`src/rtl/core/itf_pkg.sv`:
```
`default_nettype none
package itf_pkg;

  localparam int MAX_WIDTH = 63;

  localparam int NDEC = 20;
  localparam int NHEX = 16;

  localparam logic [2:0] ACT_UDEC = 3'd0;
  localparam logic [2:0] ACT_SDEC = 3'd1;
  localparam logic [2:0] ACT_HEXL = 3'd2;
  localparam logic [2:0] ACT_HEXU = 3'd3;
  localparam logic [2:0] ACT_PTR  = 3'd4;
  localparam logic [2:0] ACT_CHAR = 3'd5;

  localparam logic [7:0] CH_ZERO  = 8'h30;
  localparam logic [7:0] CH_SPACE = 8'h20;
  localparam logic [7:0] CH_MINUS = 8'h2d;
  localparam logic [7:0] CH_X     = 8'h78;
  localparam logic [7:0] CH_A_LO  = 8'h61;
  localparam logic [7:0] CH_A_UP  = 8'h41;

  typedef struct packed {
    logic [5:0]  total;
    logic [5:0]  pad;
    logic [15:0] pre;
    logic [1:0]  pre_cnt;
    logic [7:0]  fill;
    logic        upper;
    logic [4*NDEC-1:0] digits;
  } itf_job_t;

  function automatic logic [7:0] dig2char(input logic [3:0] n, input logic upper);
    logic [7:0] base;
    base = upper ? CH_A_UP : CH_A_LO;
    if (n < 4'd10) begin
      dig2char = CH_ZERO + {4'b0, n};
    end else begin
      dig2char = base + {4'b0, n} - 8'd10;
    end
  endfunction

endpackage
`default_nettype wire

```
`src/rtl/core/itf_in_if.sv`:
```
`default_nettype none
interface itf_in_if;
  logic        valid;
  logic        ready;
  logic [2:0]  action;
  logic [63:0] value;
  logic        is_long;
  logic [5:0]  field_width;
  logic        zero_fill;

  modport source (output valid, action, value, is_long, field_width, zero_fill,
                  input ready);
  modport sink (input valid, action, value, is_long, field_width, zero_fill,
                output ready);
endinterface
`default_nettype wire

```
`src/rtl/core/itf_out_if.sv`:
```
`default_nettype none
interface itf_out_if;
  logic       valid;
  logic       ready;
  logic [7:0] char_out;
  logic       last;

  modport source (output valid, char_out, last, input ready);
  modport sink (input valid, char_out, last, output ready);
endinterface
`default_nettype wire

```
`src/rtl/core/integer_to_text_formatter_unit.sv`:
```
`default_nettype none
// Formats one integer per input beat as ASCII text, one character per output beat,
// most significant first, with last set on the final character. Decimal kinds go
// through a bit-serial double-dabble converter, then a leading-zero strip
// of one digit a cycle (up to 19); hex kinds skip the double-dabble and strip up to
// 15 digits. Characters leave at one per cycle while the output is ready, and the
// next item is taken and converted while the previous text is still draining. A
// negative number is preceded by the padding, so zero fill gives text like 000-5.
// Kinds 6 and 7 are accepted and give no output.
module integer_to_text_formatter_unit
  import itf_pkg::*;
(
  input  wire logic clk,
  input  wire logic rst_n,
  itf_in_if.sink    in_ch,
  itf_out_if.source out_ch
);

  logic        conv_idle, conv_done, take, job_ready, in_beat, act_ok;
  logic [63:0] ext, mag;
  logic        neg, is_dec;
  logic [4*NDEC-1:0] digits;
  logic [4:0]  ndig, ndig_eff;
  logic [5:0]  len, wsat;
  itf_job_t    job;

  logic [15:0] pre_r;
  logic [1:0]  pre_cnt_r;
  logic [7:0]  fill_r;
  logic        upper_r, is_char_r;
  logic [5:0]  width_r;

  assign in_ch.ready = conv_idle;
  assign in_beat     = in_ch.valid && conv_idle;
  assign act_ok      = (in_ch.action <= ACT_CHAR);

  always_comb begin
    ext = in_ch.value;
    if (!in_ch.is_long && in_ch.action != ACT_PTR) begin
      ext = (in_ch.action == ACT_SDEC) ? {{32{in_ch.value[31]}}, in_ch.value[31:0]}
                                       : {32'd0, in_ch.value[31:0]};
    end
    neg = (in_ch.action == ACT_SDEC) && ext[63];
    mag = neg ? (64'd0 - ext) : ext;
    if (in_ch.action == ACT_CHAR) begin
      mag = '0;
    end
    is_dec = (in_ch.action == ACT_UDEC) || (in_ch.action == ACT_SDEC);
  end

  always_ff @(posedge clk) begin
    if (in_beat && act_ok) begin
      upper_r   <= (in_ch.action == ACT_HEXU);
      is_char_r <= (in_ch.action == ACT_CHAR);
      fill_r    <= in_ch.zero_fill ? CH_ZERO : CH_SPACE;
      width_r   <= (int'(in_ch.field_width) > MAX_WIDTH) ? 6'(MAX_WIDTH)
                                                          : in_ch.field_width;
      if (in_ch.action == ACT_PTR) begin
        pre_r     <= {CH_ZERO, CH_X};
        pre_cnt_r <= 2'd2;
      end else if (in_ch.action == ACT_CHAR) begin
        pre_r     <= {in_ch.value[7:0], 8'd0};
        pre_cnt_r <= 2'd1;
      end else if (neg) begin
        pre_r     <= {CH_MINUS, 8'd0};
        pre_cnt_r <= 2'd1;
      end else begin
        pre_r     <= '0;
        pre_cnt_r <= 2'd0;
      end
    end
  end

  itf_conv u_conv (
    .clk       (clk),
    .rst_n     (rst_n),
    .start     (in_beat && act_ok),
    .mag       (mag),
    .is_dec    (is_dec),
    .idle      (conv_idle),
    .res_valid (conv_done),
    .res_take  (take),
    .digits    (digits),
    .ndig      (ndig)
  );

  assign take     = conv_done && job_ready;
  assign ndig_eff = is_char_r ? 5'd0 : ndig;
  assign len      = {1'b0, ndig_eff} + {4'd0, pre_cnt_r};
  assign wsat     = width_r;

  always_comb begin
    job.pad     = (wsat > len) ? wsat - len : 6'd0;
    job.total   = (wsat > len) ? wsat : len;
    job.pre     = pre_r;
    job.pre_cnt = pre_cnt_r;
    job.fill    = fill_r;
    job.upper   = upper_r;
    job.digits  = digits;
  end

  itf_emit u_emit (
    .clk       (clk),
    .rst_n     (rst_n),
    .job_valid (conv_done),
    .job       (job),
    .job_ready (job_ready),
    .out_ch    (out_ch)
  );

endmodule
`default_nettype wire

```
`src/rtl/core/itf_conv.sv`:
```
`default_nettype none
module itf_conv
  import itf_pkg::*;
(
  input  wire logic              clk,
  input  wire logic              rst_n,
  input  wire logic              start,
  input  wire logic [63:0]       mag,
  input  wire logic              is_dec,
  output logic                   idle,
  output logic                   res_valid,
  input  wire logic              res_take,
  output logic [4*NDEC-1:0]      digits,
  output logic [4:0]             ndig
);

  typedef enum logic [3:0] {
    C_IDLE = 4'b0001,
    C_DAB  = 4'b0010,
    C_NORM = 4'b0100,
    C_DONE = 4'b1000
  } conv_state_t;

  conv_state_t       state_r, state_nxt;
  logic [4*NDEC-1:0] dig_r, dig_nxt, adj;
  logic [63:0]       bin_r, bin_nxt;
  logic [5:0]        cnt_r, cnt_nxt;
  logic [4:0]        ndig_r, ndig_nxt;

  // add three to every bcd digit of five or more before the shift
  always_comb begin
    for (int i = 0; i < NDEC; i++) begin
      adj[4*i +: 4] = (dig_r[4*i +: 4] >= 4'd5) ? dig_r[4*i +: 4] + 4'd3
                                                : dig_r[4*i +: 4];
    end
  end

  always_comb begin
    state_nxt = state_r;
    dig_nxt   = dig_r;
    bin_nxt   = bin_r;
    cnt_nxt   = cnt_r;
    ndig_nxt  = ndig_r;
    case (state_r)
      C_IDLE: begin
        if (start) begin
          if (is_dec) begin
            dig_nxt   = '0;
            bin_nxt   = mag;
            cnt_nxt   = 6'd63;
            state_nxt = C_DAB;
          end else begin
            dig_nxt   = {mag, {(4*(NDEC-NHEX)){1'b0}}};
            ndig_nxt  = 5'(NHEX);
            state_nxt = C_NORM;
          end
        end
      end
      C_DAB: begin
        {dig_nxt, bin_nxt} = {adj[4*NDEC-2:0], bin_r, 1'b0};
        cnt_nxt = cnt_r - 6'd1;
        if (cnt_r == 6'd0) begin
          ndig_nxt  = 5'(NDEC);
          state_nxt = C_NORM;
        end
      end
      C_NORM: begin
        // drop leading zero digits, keeping at least one
        if (ndig_r > 5'd1 && dig_r[4*NDEC-1 -: 4] == 4'd0) begin
          dig_nxt  = {dig_r[4*NDEC-5:0], 4'd0};
          ndig_nxt = ndig_r - 5'd1;
        end else begin
          state_nxt = C_DONE;
        end
      end
      C_DONE: begin
        if (res_take) begin
          state_nxt = C_IDLE;
        end
      end
      default: state_nxt = C_IDLE;
    endcase
  end

  always_ff @(posedge clk) begin
    if (!rst_n) begin
      state_r <= C_IDLE;
    end else begin
      state_r <= state_nxt;
    end
    dig_r  <= dig_nxt;
    bin_r  <= bin_nxt;
    cnt_r  <= cnt_nxt;
    ndig_r <= ndig_nxt;
  end

  assign idle      = (state_r == C_IDLE);
  assign res_valid = (state_r == C_DONE);
  assign digits    = dig_r;
  assign ndig      = ndig_r;

endmodule
`default_nettype wire

```
`src/rtl/core/itf_emit.sv`:
```
`default_nettype none
module itf_emit
  import itf_pkg::*;
(
  input  wire logic     clk,
  input  wire logic     rst_n,
  input  wire logic     job_valid,
  input  wire itf_job_t job,
  output logic          job_ready,
  itf_out_if.source     out_ch
);

  logic [5:0]        rem_r, rem_nxt;
  logic [5:0]        pad_r, pad_nxt;
  logic [15:0]       pre_r, pre_nxt;
  logic [1:0]        pre_cnt_r, pre_cnt_nxt;
  logic [7:0]        fill_r, fill_nxt;
  logic              upper_r, upper_nxt;
  logic [4*NDEC-1:0] dig_r, dig_nxt;
  logic              ov_r, ov_nxt;
  logic [7:0]        ch_r, ch_nxt;
  logic              last_r, last_nxt;
  logic              step;

  assign job_ready = (rem_r == 6'd0);
  assign step      = (rem_r != 6'd0) && (!ov_r || out_ch.ready);

  always_comb begin
    rem_nxt     = rem_r;
    pad_nxt     = pad_r;
    pre_nxt     = pre_r;
    pre_cnt_nxt = pre_cnt_r;
    fill_nxt    = fill_r;
    upper_nxt   = upper_r;
    dig_nxt     = dig_r;
    ov_nxt      = ov_r && !out_ch.ready;
    ch_nxt      = ch_r;
    last_nxt    = last_r;
    if (step) begin
      ov_nxt   = 1'b1;
      last_nxt = (rem_r == 6'd1);
      rem_nxt  = rem_r - 6'd1;
      if (pad_r != 6'd0) begin
        ch_nxt  = fill_r;
        pad_nxt = pad_r - 6'd1;
      end else if (pre_cnt_r != 2'd0) begin
        ch_nxt      = pre_r[15:8];
        pre_nxt     = {pre_r[7:0], 8'd0};
        pre_cnt_nxt = pre_cnt_r - 2'd1;
      end else begin
        ch_nxt  = dig2char(dig_r[4*NDEC-1 -: 4], upper_r);
        dig_nxt = {dig_r[4*NDEC-5:0], 4'd0};
      end
    end else if (job_valid && job_ready) begin
      rem_nxt     = job.total;
      pad_nxt     = job.pad;
      pre_nxt     = job.pre;
      pre_cnt_nxt = job.pre_cnt;
      fill_nxt    = job.fill;
      upper_nxt   = job.upper;
      dig_nxt     = job.digits;
    end
  end

  always_ff @(posedge clk) begin
    if (!rst_n) begin
      rem_r <= '0;
      ov_r  <= 1'b0;
    end else begin
      rem_r <= rem_nxt;
      ov_r  <= ov_nxt;
    end
    pad_r     <= pad_nxt;
    pre_r     <= pre_nxt;
    pre_cnt_r <= pre_cnt_nxt;
    fill_r    <= fill_nxt;
    upper_r   <= upper_nxt;
    dig_r     <= dig_nxt;
    ch_r      <= ch_nxt;
    last_r    <= last_nxt;
  end

  assign out_ch.valid    = ov_r;
  assign out_ch.char_out = ch_r;
  assign out_ch.last     = last_r;

endmodule
`default_nettype wire

```
`src/flat_wrapper.sv`:
```
// flat-port wrapper written by rule: the top's interface ports become plain ports
module integer_to_text_formatter_unit_flat import itf_pkg::*;
  (clk, rst_n, in_ch_valid, in_ch_action, in_ch_value, in_ch_is_long, in_ch_field_width, in_ch_zero_fill, in_ch_ready, out_ch_valid, out_ch_char_out, out_ch_last, out_ch_ready);
  itf_in_if in_ch_i ();
  itf_out_if out_ch_i ();
  input  wire logic clk;
  input  wire logic rst_n;
  input wire logic [$bits(in_ch_i.valid)-1:0] in_ch_valid;
  input wire logic [$bits(in_ch_i.action)-1:0] in_ch_action;
  input wire logic [$bits(in_ch_i.value)-1:0] in_ch_value;
  input wire logic [$bits(in_ch_i.is_long)-1:0] in_ch_is_long;
  input wire logic [$bits(in_ch_i.field_width)-1:0] in_ch_field_width;
  input wire logic [$bits(in_ch_i.zero_fill)-1:0] in_ch_zero_fill;
  output wire logic [$bits(in_ch_i.ready)-1:0] in_ch_ready;
  output wire logic [$bits(out_ch_i.valid)-1:0] out_ch_valid;
  output wire logic [$bits(out_ch_i.char_out)-1:0] out_ch_char_out;
  output wire logic [$bits(out_ch_i.last)-1:0] out_ch_last;
  input wire logic [$bits(out_ch_i.ready)-1:0] out_ch_ready;
  assign in_ch_i.valid = in_ch_valid;
  assign in_ch_i.action = in_ch_action;
  assign in_ch_i.value = in_ch_value;
  assign in_ch_i.is_long = in_ch_is_long;
  assign in_ch_i.field_width = in_ch_field_width;
  assign in_ch_i.zero_fill = in_ch_zero_fill;
  assign in_ch_ready = in_ch_i.ready;
  assign out_ch_valid = out_ch_i.valid;
  assign out_ch_char_out = out_ch_i.char_out;
  assign out_ch_last = out_ch_i.last;
  assign out_ch_i.ready = out_ch_ready;
  integer_to_text_formatter_unit u_core (.clk(clk), .rst_n(rst_n), .in_ch(in_ch_i), .out_ch(out_ch_i));
endmodule
```
`config.mk`:
```
export PLATFORM = sky130hd
export DESIGN_NAME = integer_to_text_formatter_unit_flat
export DESIGN_NICKNAME = d
export VERILOG_FILES = /design/src/rtl/core/itf_pkg.sv /design/src/rtl/core/itf_in_if.sv /design/src/rtl/core/itf_out_if.sv /design/src/rtl/core/integer_to_text_formatter_unit.sv /design/src/rtl/core/itf_conv.sv /design/src/rtl/core/itf_emit.sv /design/src/flat_wrapper.sv
export SDC_FILE = /design/constraint.sdc
export NUM_CORES = 1
export LEC_CHECK = 0
export CAP_MARGIN = 20
export CORE_ASPECT_RATIO = 0.75
export CORE_MARGIN = 2
export CORE_UTILIZATION = 45
export DETAILED_ROUTE_END_ITERATION = 10
export DONT_BUFFER_PORTS = 1
export SLEW_MARGIN = 40
export SYNTH_ARGS = -nofsm -noshare
export SYNTH_HDL_FRONTEND = slang
export SYNTH_SLANG_ARGS = --single-unit
```
`constraint.sdc`:
```
create_clock -name clk -period 9.78 [get_ports clk]
set_clock_uncertainty 0.1 [all_clocks]
set_input_delay 0 -clock clk [delete_from_list [all_inputs] [get_ports clk]]
set_output_delay 0 -clock clk [all_outputs]
set_load 0.01 [all_outputs]
```
Yosys cells after proc, flatten, opt, wreduce, memory -nomap -nowiden
Index checks and enable logic that the tools add are counted.
{"block": "word_totals", "regBits": 322, "inputBits": 79}
{"block": "classes", "add_sub_neg": 31, "muxes": 75, "eq_ne": 21, "n_lt_le_gt_ge": 24, "reduce_logical": 32, "bitwise": 1}
{"operator": "two-way mux 80 bit", "count": 7}
{"operator": "two-way mux 64 bit", "count": 6}
{"operator": "case mux 80 bit (3 select lines)", "count": 1}
{"operator": "case mux 64 bit (2 select lines)", "count": 1}
{"operator": "two-way mux 4 bit", "count": 23}
{"operator": ">= comparator 4 x 3 -> 1 bit, second input constant", "count": 20}
{"operator": "two-way mux 16 bit", "count": 5}
{"operator": "adder 4 x 2 -> 4 bit, second input constant", "count": 19}
{"operator": "subtractor 1 x 64 -> 64 bit, first input constant", "count": 1}
{"operator": "two-way mux 6 bit", "count": 10}
{"operator": "two-way mux 5 bit", "count": 6}
{"operator": "two-way mux 8 bit", "count": 3}
{"operator": "inequality test 2 bit, second input constant", "count": 9}
{"operator": "subtractor 6 x 1 -> 6 bit, second input constant", "count": 3}
{"operator": "case mux 4 bit (4 select lines)", "count": 1}
{"operator": "case mux 5 bit (3 select lines)", "count": 1}
{"operator": "two-way mux 14 bit", "count": 1}
{"operator": "zero test 6 bit", "count": 2}
{"operator": "case mux 6 bit (2 select lines)", "count": 1}
{"operator": "AND reduction 3 bit", "count": 4}
{"operator": "nonzero test 6 bit", "count": 2}
{"operator": "two-way mux 2 bit", "count": 5}
{"operator": "adder 7 x 4 -> 8 bit", "count": 1}
{"operator": "logical AND 1 bit", "count": 8}
{"operator": "other kinds (34)", "count": 44}

Depth between registers and ports, before layout
Gate-level depths: netlist (run 1).
{"block": "logic_depth", "word_depth": 9, "depth_mapped": 13, "depth_no_buf": 12}

By module
A second synthesis (run 1) with hierarchy kept.
{"block": "hier_totals", "cells_unflattened": 1926, "hier_area_um2": 18207.5}
{"module": "itf_conv", "instances": 1, "area_each_um2": 8967.4, "cells_per_inst": 880}
{"module": "itf_emit", "instances": 1, "area_each_um2": 5708.0, "cells_per_inst": 543}
{"module": "integer_to_text_formatter_unit", "instances": 1, "area_each_um2": 3532.1, "cells_per_inst": 503}

Least setup slack after synthesis (run 1)
Ideal clock, no wire load.
{"block": "synth_path", "kind": "reg-to-reg", "from": "reg u_core.u_conv.state_r[2]", "to": "reg u_core.u_conv.ndig_r[0] (netlist: u_core.u_conv.ndig[0]) (enable)", "t_required_ns": 9.355, "setup_time_ns": 0.325, "arrival_time_ns": 5.887, "stages_incl_launch_ff": 7, "n_path_buf": 1, "slack_ns": 3.467, "period_less_slack_ns": 6.313, "cell_sequence": "dfxtp_1 nor2b_1 and2_1 clkbuf_1 nand4_1 a31oi_1 and3_1"}
{"block": "synth_between", "elab_chain_cells": 5, "elab_cells_between_ends": 11}
{"item": "start: declaration", "line": "itf_conv.sv:24", "rtl": "conv_state_t state_r, state_nxt;"}
{"item": "start signal: assignment", "line": "itf_conv.sv:89", "rtl": "state_r <= state_nxt;"}
{"item": "== test 4 x 1 -> 1 bit", "line": "itf_conv.sv:44, itf_conv.sv:97"}
{"item": "logical AND 1 bit", "line": "integer_to_text_formatter_unit.sv:34", "rtl": "assign in_beat = in_ch.valid && conv_idle;"}
{"item": "logical AND 1 bit", "line": "integer_to_text_formatter_unit.sv:77", "rtl": ".start (in_beat && act_ok),"}
{"item": "inequality test 2 bit (no source line)"}
{"item": "AND reduction 5 bit (no source line) (*)"}
{"item": "end signal: assignment", "line": "itf_conv.sv:94", "rtl": "ndig_r <= ndig_nxt;"}
{"item": "end: declaration", "line": "itf_conv.sv:28", "rtl": "logic [4:0] ndig_r, ndig_nxt;"}
Every way passes the cells marked *; elsewhere a longest branch is shown, timed or not.
A chain may end at the register's enable or synchronous reset.

Worst setup path in the final report (run 1)
{"block": "layout_path", "from": "reg u_core.u_conv.ndig_r[0] (netlist: u_core.u_conv.ndig[0])", "to": "reg u_core.u_emit.pad_r[1], data pin"}
{"block": "layout_between", "elab_chain_cells": 6, "elab_cells_between_ends": 7}
{"item": "two-way mux 5 bit (*)", "line": "integer_to_text_formatter_unit.sv:88", "rtl": "assign ndig_eff = is_char_r ? 5'd0 : ndig;"}
{"item": "adder 5 x 2 -> 6 bit (*)", "line": "integer_to_text_formatter_unit.sv:89", "rtl": "assign len = {1'b0, ndig_eff} + {4'd0, pre_cnt_r};"}
{"item": "subtractor 6 bit or > comparator 6 bit (tied branches)", "line": "integer_to_text_formatter_unit.sv:93", "rtl": "job.pad = (wsat > len) ? wsat - len : 6'd0;"}
{"item": "two-way mux 6 bit (*)", "line": "integer_to_text_formatter_unit.sv:93"}
{"item": "two-way mux 6 bit (*)", "line": "itf_emit.sv:54", "rtl": "end else if (job_valid && job_ready) begin"}
{"item": "two-way mux 6 bit (*)", "line": "itf_emit.sv:39", "rtl": "if (step) begin"}
{"item": "net u_core.u_emit.pad_nxt[1]", "line": "itf_emit.sv:14", "rtl": "logic [5:0] pad_r, pad_nxt;"}
{"item": "end signal: assignment", "line": "itf_emit.sv:73", "rtl": "pad_r <= pad_nxt;"}
{"item": "end: declaration", "line": "itf_emit.sv:14"}
The timed path passes the listed nets; every way through them passes the cells marked *. The select of a mux whose other input is x is not followed.

==> impl_metrics.csv, run 1 <==
group,metric,value,unit
synth,synth-edff-count,282,
synth,synth_area_leaders,"edfxtp_1 49%, nand2_1 7.6%, o21ai_0 4.9%, a21oi_1 4.1%, ha_1 4.1%",
clocking,cts_root_buf,"clkbuf_16",
global_route,grt_use_total,23.2,%
clocking,cts_num_sinks,293,
synth,yosysTopAreaCell,"edfxtp_1",
route,viasPerCell,5.81,
setup_path,required,10.08,ns
synth,syn_area_per_cell,9.76,sq um
floorplanning,dieWidth,230,microns
clocking,cts_buffer_depth,3,
finish,layout_commonest_cell,"nand2_1",
route,drtIter0Drc,1434,
timing,setup_tns,0,ns
timing,period_share,37.1,%
worst_hold_path,hold_start,"in_ch_value[46]",
timing,tightest_slew,0.834,ns
timing,rsz0062_at_grt,"false",
clocking,post_cts_resized,0,
route,first_pass_iters,8,
floorplanning,dieHeight,173,microns
setup_path,cp_max_fo,11,
synth,post-synth-top-area-fraction,49.2,%
run,drv_cap,0,
global_route,grt_max_degree,107,
timing,fmax,276,MHz
place,placed_area,17600,sq um
power,power.density,240,nW/um^2
timing,maxSlewHeadroom,44.2,%
finish,drive_gt1_share,5.99,%
floorplanning,core,38000,sq um
status,run_status,"complete, no violations",
synth,synth_cell_types,94,
setup_path,critical_path_class,"flip-flop to flip-flop",
clocking,cts_max_level,1,
global_route,first_global_vias,13100,
route,ant_nets,0,
clocking,cts_tree,"done",
clocking,cts_buffers,30,
place,port_buffers,0,
finish,final_nets,1967,
power,ir_drop,0.161,mV
route,vias,13700,
finish,areaGrowthSynthToFinish,14.2,%
synth,synthFlopType,"edfxtp_1",
floorplanning,die-area,39900,sq um
place,place_congestion,0.903,
timing,min_period,3.63,ns
floorplanning,num_rows,62,
global_route,antenna_found_initial,0,
finish,mostFrequentLayoutCells,"347 x nand2_1, 282 x edfxtp_1, 168 x o21ai_0, 139 x a21oi_1, 105 x dlygate4sd3_1",
clocking,cts.reportedPaths.clkPinSlew,0.07,ns
setup_path,cp-start-kind,"flip-flop",
timing,finalHoldViolCount,0,
synth,ys_ff_latch,293,
timing,report.final.setup_viol,0,
power,leakage,6.97,nW
global_route,grt-ovfl-total,0,
floorplanning,start_util,45.3,%
synth,netlist_area,17200,sq um
synth,syn-instance-count,1764,
route,wl,46800,microns
place,dp_hpwl,30500,microns
setup_path,cp_data_arrival_time,3.93,ns
timing,final_max_slew_viol_count,0,
synth,seq_area_frac_synth,50.4,%
finish,antennaDiodeCount,0,
setup_path,crit_path_end_kind,"flip-flop",
global_route,grt_pass1_wl,74300,microns
synth,ys_warn_count,0,
clocking,clk_latency,0.57,ns
route,post-route-drc-count,0,
worst_hold_path,min_path_type,"primary input to flip-flop",
synth,syn_nets,1901,
finish,final_area,19700,sq um
setup_path,reg2reg_from,"u_core.u_conv.ndig[0]$_DFFE_PP_",
route,routedWlPerCell,19.8,microns
synth,synthArstFlopShare,0,%
floorplanning,io_pins,90,
setup_path,cp-startpoint,"u_core.u_conv.ndig[0]$_DFFE_PP_",
==> state kept, by name, summed over array words and instances, names as in the netlist, 2 cells and up <==
name	cells
u_core.u_conv.digits	80
u_core.u_emit.dig_r	80
u_core.u_conv.bin_r	64
u_core.pre_r	9
u_core.u_emit.pre_r	9
u_core.u_emit.out_ch.char_out	8
u_core.u_conv.cnt_r	6
u_core.u_emit.pad_r	6
u_core.u_emit.rem_r	6
u_core.width_r	6
u_core.u_conv.ndig	5
u_core.u_conv.state_r	4
u_core.u_emit.pre_cnt_r	2
==> worst max-delay path: stages, from the launching register on <==
cell and delay [ns]:
edfxtp_1 0.44, inv_1 0.11, nor2_1 0.05, ha_1 0.25
fa_1 0.54, fa_1 0.51, nor2b_1 0.17, o21ai_1 0.23
a311oi_1 0.15, a211o_1 0.45, or3_1 0.36, o21ai_0 0.09
==> cell families (layout without fill, tap and decap cells) <==
kind of cell	count (synthesis)	count (layout)	synth area share [%]
simple gates	650	650	17.8
xor+xnor	100	100	5.13
flops	293	293	50.4
mux	10	10	0.603
fa+ha+maj	60	60	4.42
buf+inv	160	249	4.19
compound gates	491	491	17.4
==> Yosys cell counts, drive strengths merged, types with 28 or more instances <==
library cell    n
nand2         348
inv            72
nor2          101
a21oi         140
nand2b         28
o31ai          41
xor2           35
xnor2          65
nor3           35
o21ai         181
edfxtp        282
clkbuf         62
ha             56
==> repair_timing <==
item                      4_1_cts  5_1_grt
hold endpoints to repair      190        0
hold buffers                  105        0
setup buffers                   0        0
==> power breakdown <==
part           total, W  internal (W)  leakage (nW)  switching, W
clock           0.00115      0.000660         0.475      0.000489
combinational   0.00154      0.000557          3.77      0.000981
sequential      0.00203       0.00177          2.73      0.000259
==> metal layers <==
layer  track usage [%]  wire, microns  part of all wire, %
met5                 0              0                    0
met4              5.46           1030                  2.2
met3              3.29           2710                  5.8
met2              35.5          21000                   45
met1              34.7          22100                   47
==> area by class of cell <==
class | count | area [sq um]
fillers | 3447 | 18300
flip-flops and latches | 293 | 8690
multi-input cells | 1311 | 7880
repair buffers | 122 | 1200
clock buffers | 44 | 897
well taps | 512 | 641
inverters | 72 | 273
clock inverters | 11 | 85.1
==> through the flow <==
stage	hold WS (ns)	power (W)	std cells	worst slack, ns	utilization (%)
2_1_floorplan	-0.00113	0.00314	1764	3.47	-
3_3_place_gp	-0.00108	0.00348	2204	5.93	46.2
3_5_place_dp	-0.00109	0.00352	2204	5.85	46.3
4_1_cts	0.0000564	0.00473	2364	5.80	51.7
5_1_grt	0.0552	0.00504	2365	6.01	51.7
6_report	0.0200	0.00472	2365	6.15	51.7
==> worst paths after layout <==
path | endpoint | slack (ns) | cells after the start
worst min-delay path | u_core.u_conv.bin_r[50]$_DFFE_PP_ | 0.02 | 5
worst max-delay path | u_core.u_emit.pad_r[1]$_DFFE_PP_ | 6.15 | 11
worst max register to register | u_core.u_emit.pad_r[1]$_DFFE_PP_ | 6.15 | 11
worst min register to register | u_core.u_emit.upper_r$_DFFE_PP_ | 0.33 | 0
(Power assumes the default switching activity.)
==> run 2, diff against run 1 <==
Clock period 9.78 ns to 3.3 ns, I/O delays scaled along.
==> run 2 against run 1 <==
Sequential share of layout area is 0.76 points lower. Final cell count is 1.4% higher. Critical path depth stayed put. Hold slack worse by 0.0052 ns. Sequential power grew to 3.0 times the previous value. Via count is 1.6% higher. Setup slack worse by 6.0 ns. Largest power group unchanged.
==> impl_metrics.csv, run 2 (synthesized netlist as in run 1, its figures left out) <==
group,metric,value,unit
route,viasPerCell,5.82,
power,power.density,712,nW/um^2
run,drv_cap,0,
finish,fin_cells,2397,
setup_path,reg2reg_from,"u_core.is_char_r$_DFFE_PP_",
route,drtIter0Drc,1250,
floorplanning,dieHeight,173,microns
clocking,cts_num_sinks,293,
setup_path,rrSetupSlack,0.13,ns
route,vias,14000,
floorplanning,start_util,45.3,%
global_route,grt_pass1_wl,76400,microns
clocking,cts.reportedPaths.clkPinSlew,0.07,ns
place,place_congestion,0.888,
route,routedWlPerCell,20.3,microns
finish,drive_gt1_share,7.96,%
floorplanning,dieWidth,230,microns
finish,antennaDiodeCount,0,
timing,min_period,3.17,ns
setup_path,r2r_cells,11,
power,net-switching-power,0.00521,W
global_route,first_global_vias,13300,
floorplanning,num_rows,62,
setup_path,cp-start-kind,"flip-flop",
timing,period_share,96.2,%
route,wl,48600,microns
timing,report.final.setup_viol,0,
worst_hold_path,hold_start,"in_ch_value[17]",
setup_path,required,3.67,ns
clocking,cts_tree,"done",
clocking,cts_max_level,1,
place,dp_hpwl,32100,microns
status,run_status,"complete, no violations",
timing,finalHoldViolCount,0,
global_route,grt-ovfl-total,0,
setup_path,cp_max_fo,4,
power,ir_drop,0.489,mV
timing,final_max_slew_viol_count,0,
timing,maxSlewHeadroom,49.3,%
global_route,grt_use_total,24.0,%
timing,setup_ws,0.125,ns
clocking,cts_root_buf,"clkbuf_16",
floorplanning,core,38000,sq um
power,p_comb_share,33.4,%
clocking,cts_buffer_depth,3,
power,seqPwrFrac,42.2,%
route,first_pass_iters,6,
worst_hold_path,whs_path_depth,7,
place,place_inst,2233,
route,ant_nets,0,
place,port_buffers,0,
setup_path,regToRegEndpoint,"u_core.u_emit.rem_r[1]$_SDFFE_PN0P_",
finish,mostFrequentLayoutCells,"347 x nand2_1, 282 x edfxtp_1, 168 x o21ai_0, 139 x a21oi_1, 107 x dlygate4sd3_1",
finish,areaGrowthSynthToFinish,16.2,%
finish,layout_commonest_cell,"nand2_1",
timing,setup_tns,0,ns
clocking,cts_buffers,30,
power,clockPowerShare,24.3,%
setup_path,critical_path_class,"flip-flop to flip-flop",
setup_path,crit_path_end_kind,"flip-flop",
power,total_power,0.0142,W
power,p_sw_share,36.6,%
timing,fmax,315,MHz
finish,final_nets,1999,
global_route,grt_max_degree,124,
power,internal_power,0.00904,W
power,leakage,7.16,nW
clocking,clk_latency,0.57,ns
setup_path,cp_data_arrival_time,3.55,ns
global_route,antenna_found_initial,0,
place,pre_cts_ws,-0.0200,ns
worst_hold_path,hold_end,"u_core.u_conv.digits[41]$_DFFE_PP_",
worst_hold_path,min_path_type,"primary input to flip-flop",
route,post-route-drc-count,0,
timing,tightest_slew,0.757,ns
floorplanning,io_pins,90,
floorplanning,die-area,39900,sq um
## run 2: changes by cell type in the layout (fill, tap and decap cells not counted), sizes merged
cell         change
buf             +30
bufinv           +2
dlygate4sd3      +2
inv              +1
clkinv           -2
clkbuf           -1
## run 2: stage by stage
stage / instance area, sq um / utilization, % / hold WS (ns)
finish: 20000 / 52.7 / 0.0149
global route: 20000 / 52.7 / 0.0561
CTS: 20000 / 52.5 / 0.00313
detailed placement: 17900 / 47.1 / -0.00107
global placement: 17900 / 47.1 / -0.00108
floorplan: 17300 / - / -0.00113
## run 2: how the worst max path moves through the flow
| stage | to | slack, ns | startpoint | depth (start not counted) |
|---|---|---|---|---|
| after floorplan | u_core.u_conv.ndig[0]$_DFFE_PP_ | 0.005 | u_core.u_conv.state_r[2]$_SDFFE_PN0P_ | 6 |
| after global placement | u_core.u_emit.pad_r[2]$_DFFE_PP_ | 0.002 | u_core.u_conv.ndig[0]$_DFFE_PP_ | 11 |
| after detailed placement | u_core.u_emit.pad_r[2]$_DFFE_PP_ | -0.02 | u_core.u_conv.ndig[0]$_DFFE_PP_ | 11 |
| after CTS | u_core.u_emit.pad_r[2]$_DFFE_PP_ | 0.01 | u_core.u_conv.ndig[0]$_DFFE_PP_ | 11 |
| after global routing | u_core.u_emit.rem_r[1]$_SDFFE_PN0P_ | -0.05 | u_core.is_char_r$_DFFE_PP_ | 11 |
| final | u_core.u_emit.rem_r[1]$_SDFFE_PN0P_ | 0.13 | u_core.is_char_r$_DFFE_PP_ | 11 |
## run 2: layout make-up
class / instances / area, sq um
clock inverters: 12 / 145
inverters: 72 / 273
well taps: 512 / 641
multi-input cells: 1311 / 7910
fillers: 3420 / 18000
repair buffers: 154 / 1520
clock buffers: 43 / 841
flip-flops and latches: 293 / 8690
## run 2: critical path: stages (launching register included)
cell	delay [ns]
edfxtp_1	0.43
nor2_2	0.11
ha_2	0.20
fa_2	0.48
fa_2	0.37
nor2b_1	0.17
o21ai_2	0.20
a311oi_2	0.14
a211o_1	0.37
buf_4	0.16
mux2i_1	0.11
a211oi_1	0.25
## run 2: per-layer routing
layer	GRT usage, %	up-vias	share of wire (%)
li1	-	6611	-
met1	36.3	6752	47
met2	36.0	524	44
met3	3.90	75	6.8
met5	0	-	0
met4	5.83	0	2.2
## run 2: repair_timing
item | CTS | global route
gates cloned | 0 | 0
endpoints found under the setup margin | 5 | 9
gates resized for setup | 1 | 6
hold buffers | 107 | 0
buffers inserted | 0 | 2
pin swaps | 2 | 5
hold endpoints to repair | 193 | 0
## run 2: power by group through the flow
stage                     sequential [W]  combinational [W]  clock, W
after detailed placement         0.00606            0.00453         0
after floorplan                  0.00583            0.00343         0
after global placement           0.00605            0.00444         0
final                            0.00602            0.00476   0.00347
after global routing             0.00611            0.00539   0.00368
after CTS                        0.00599            0.00471   0.00353
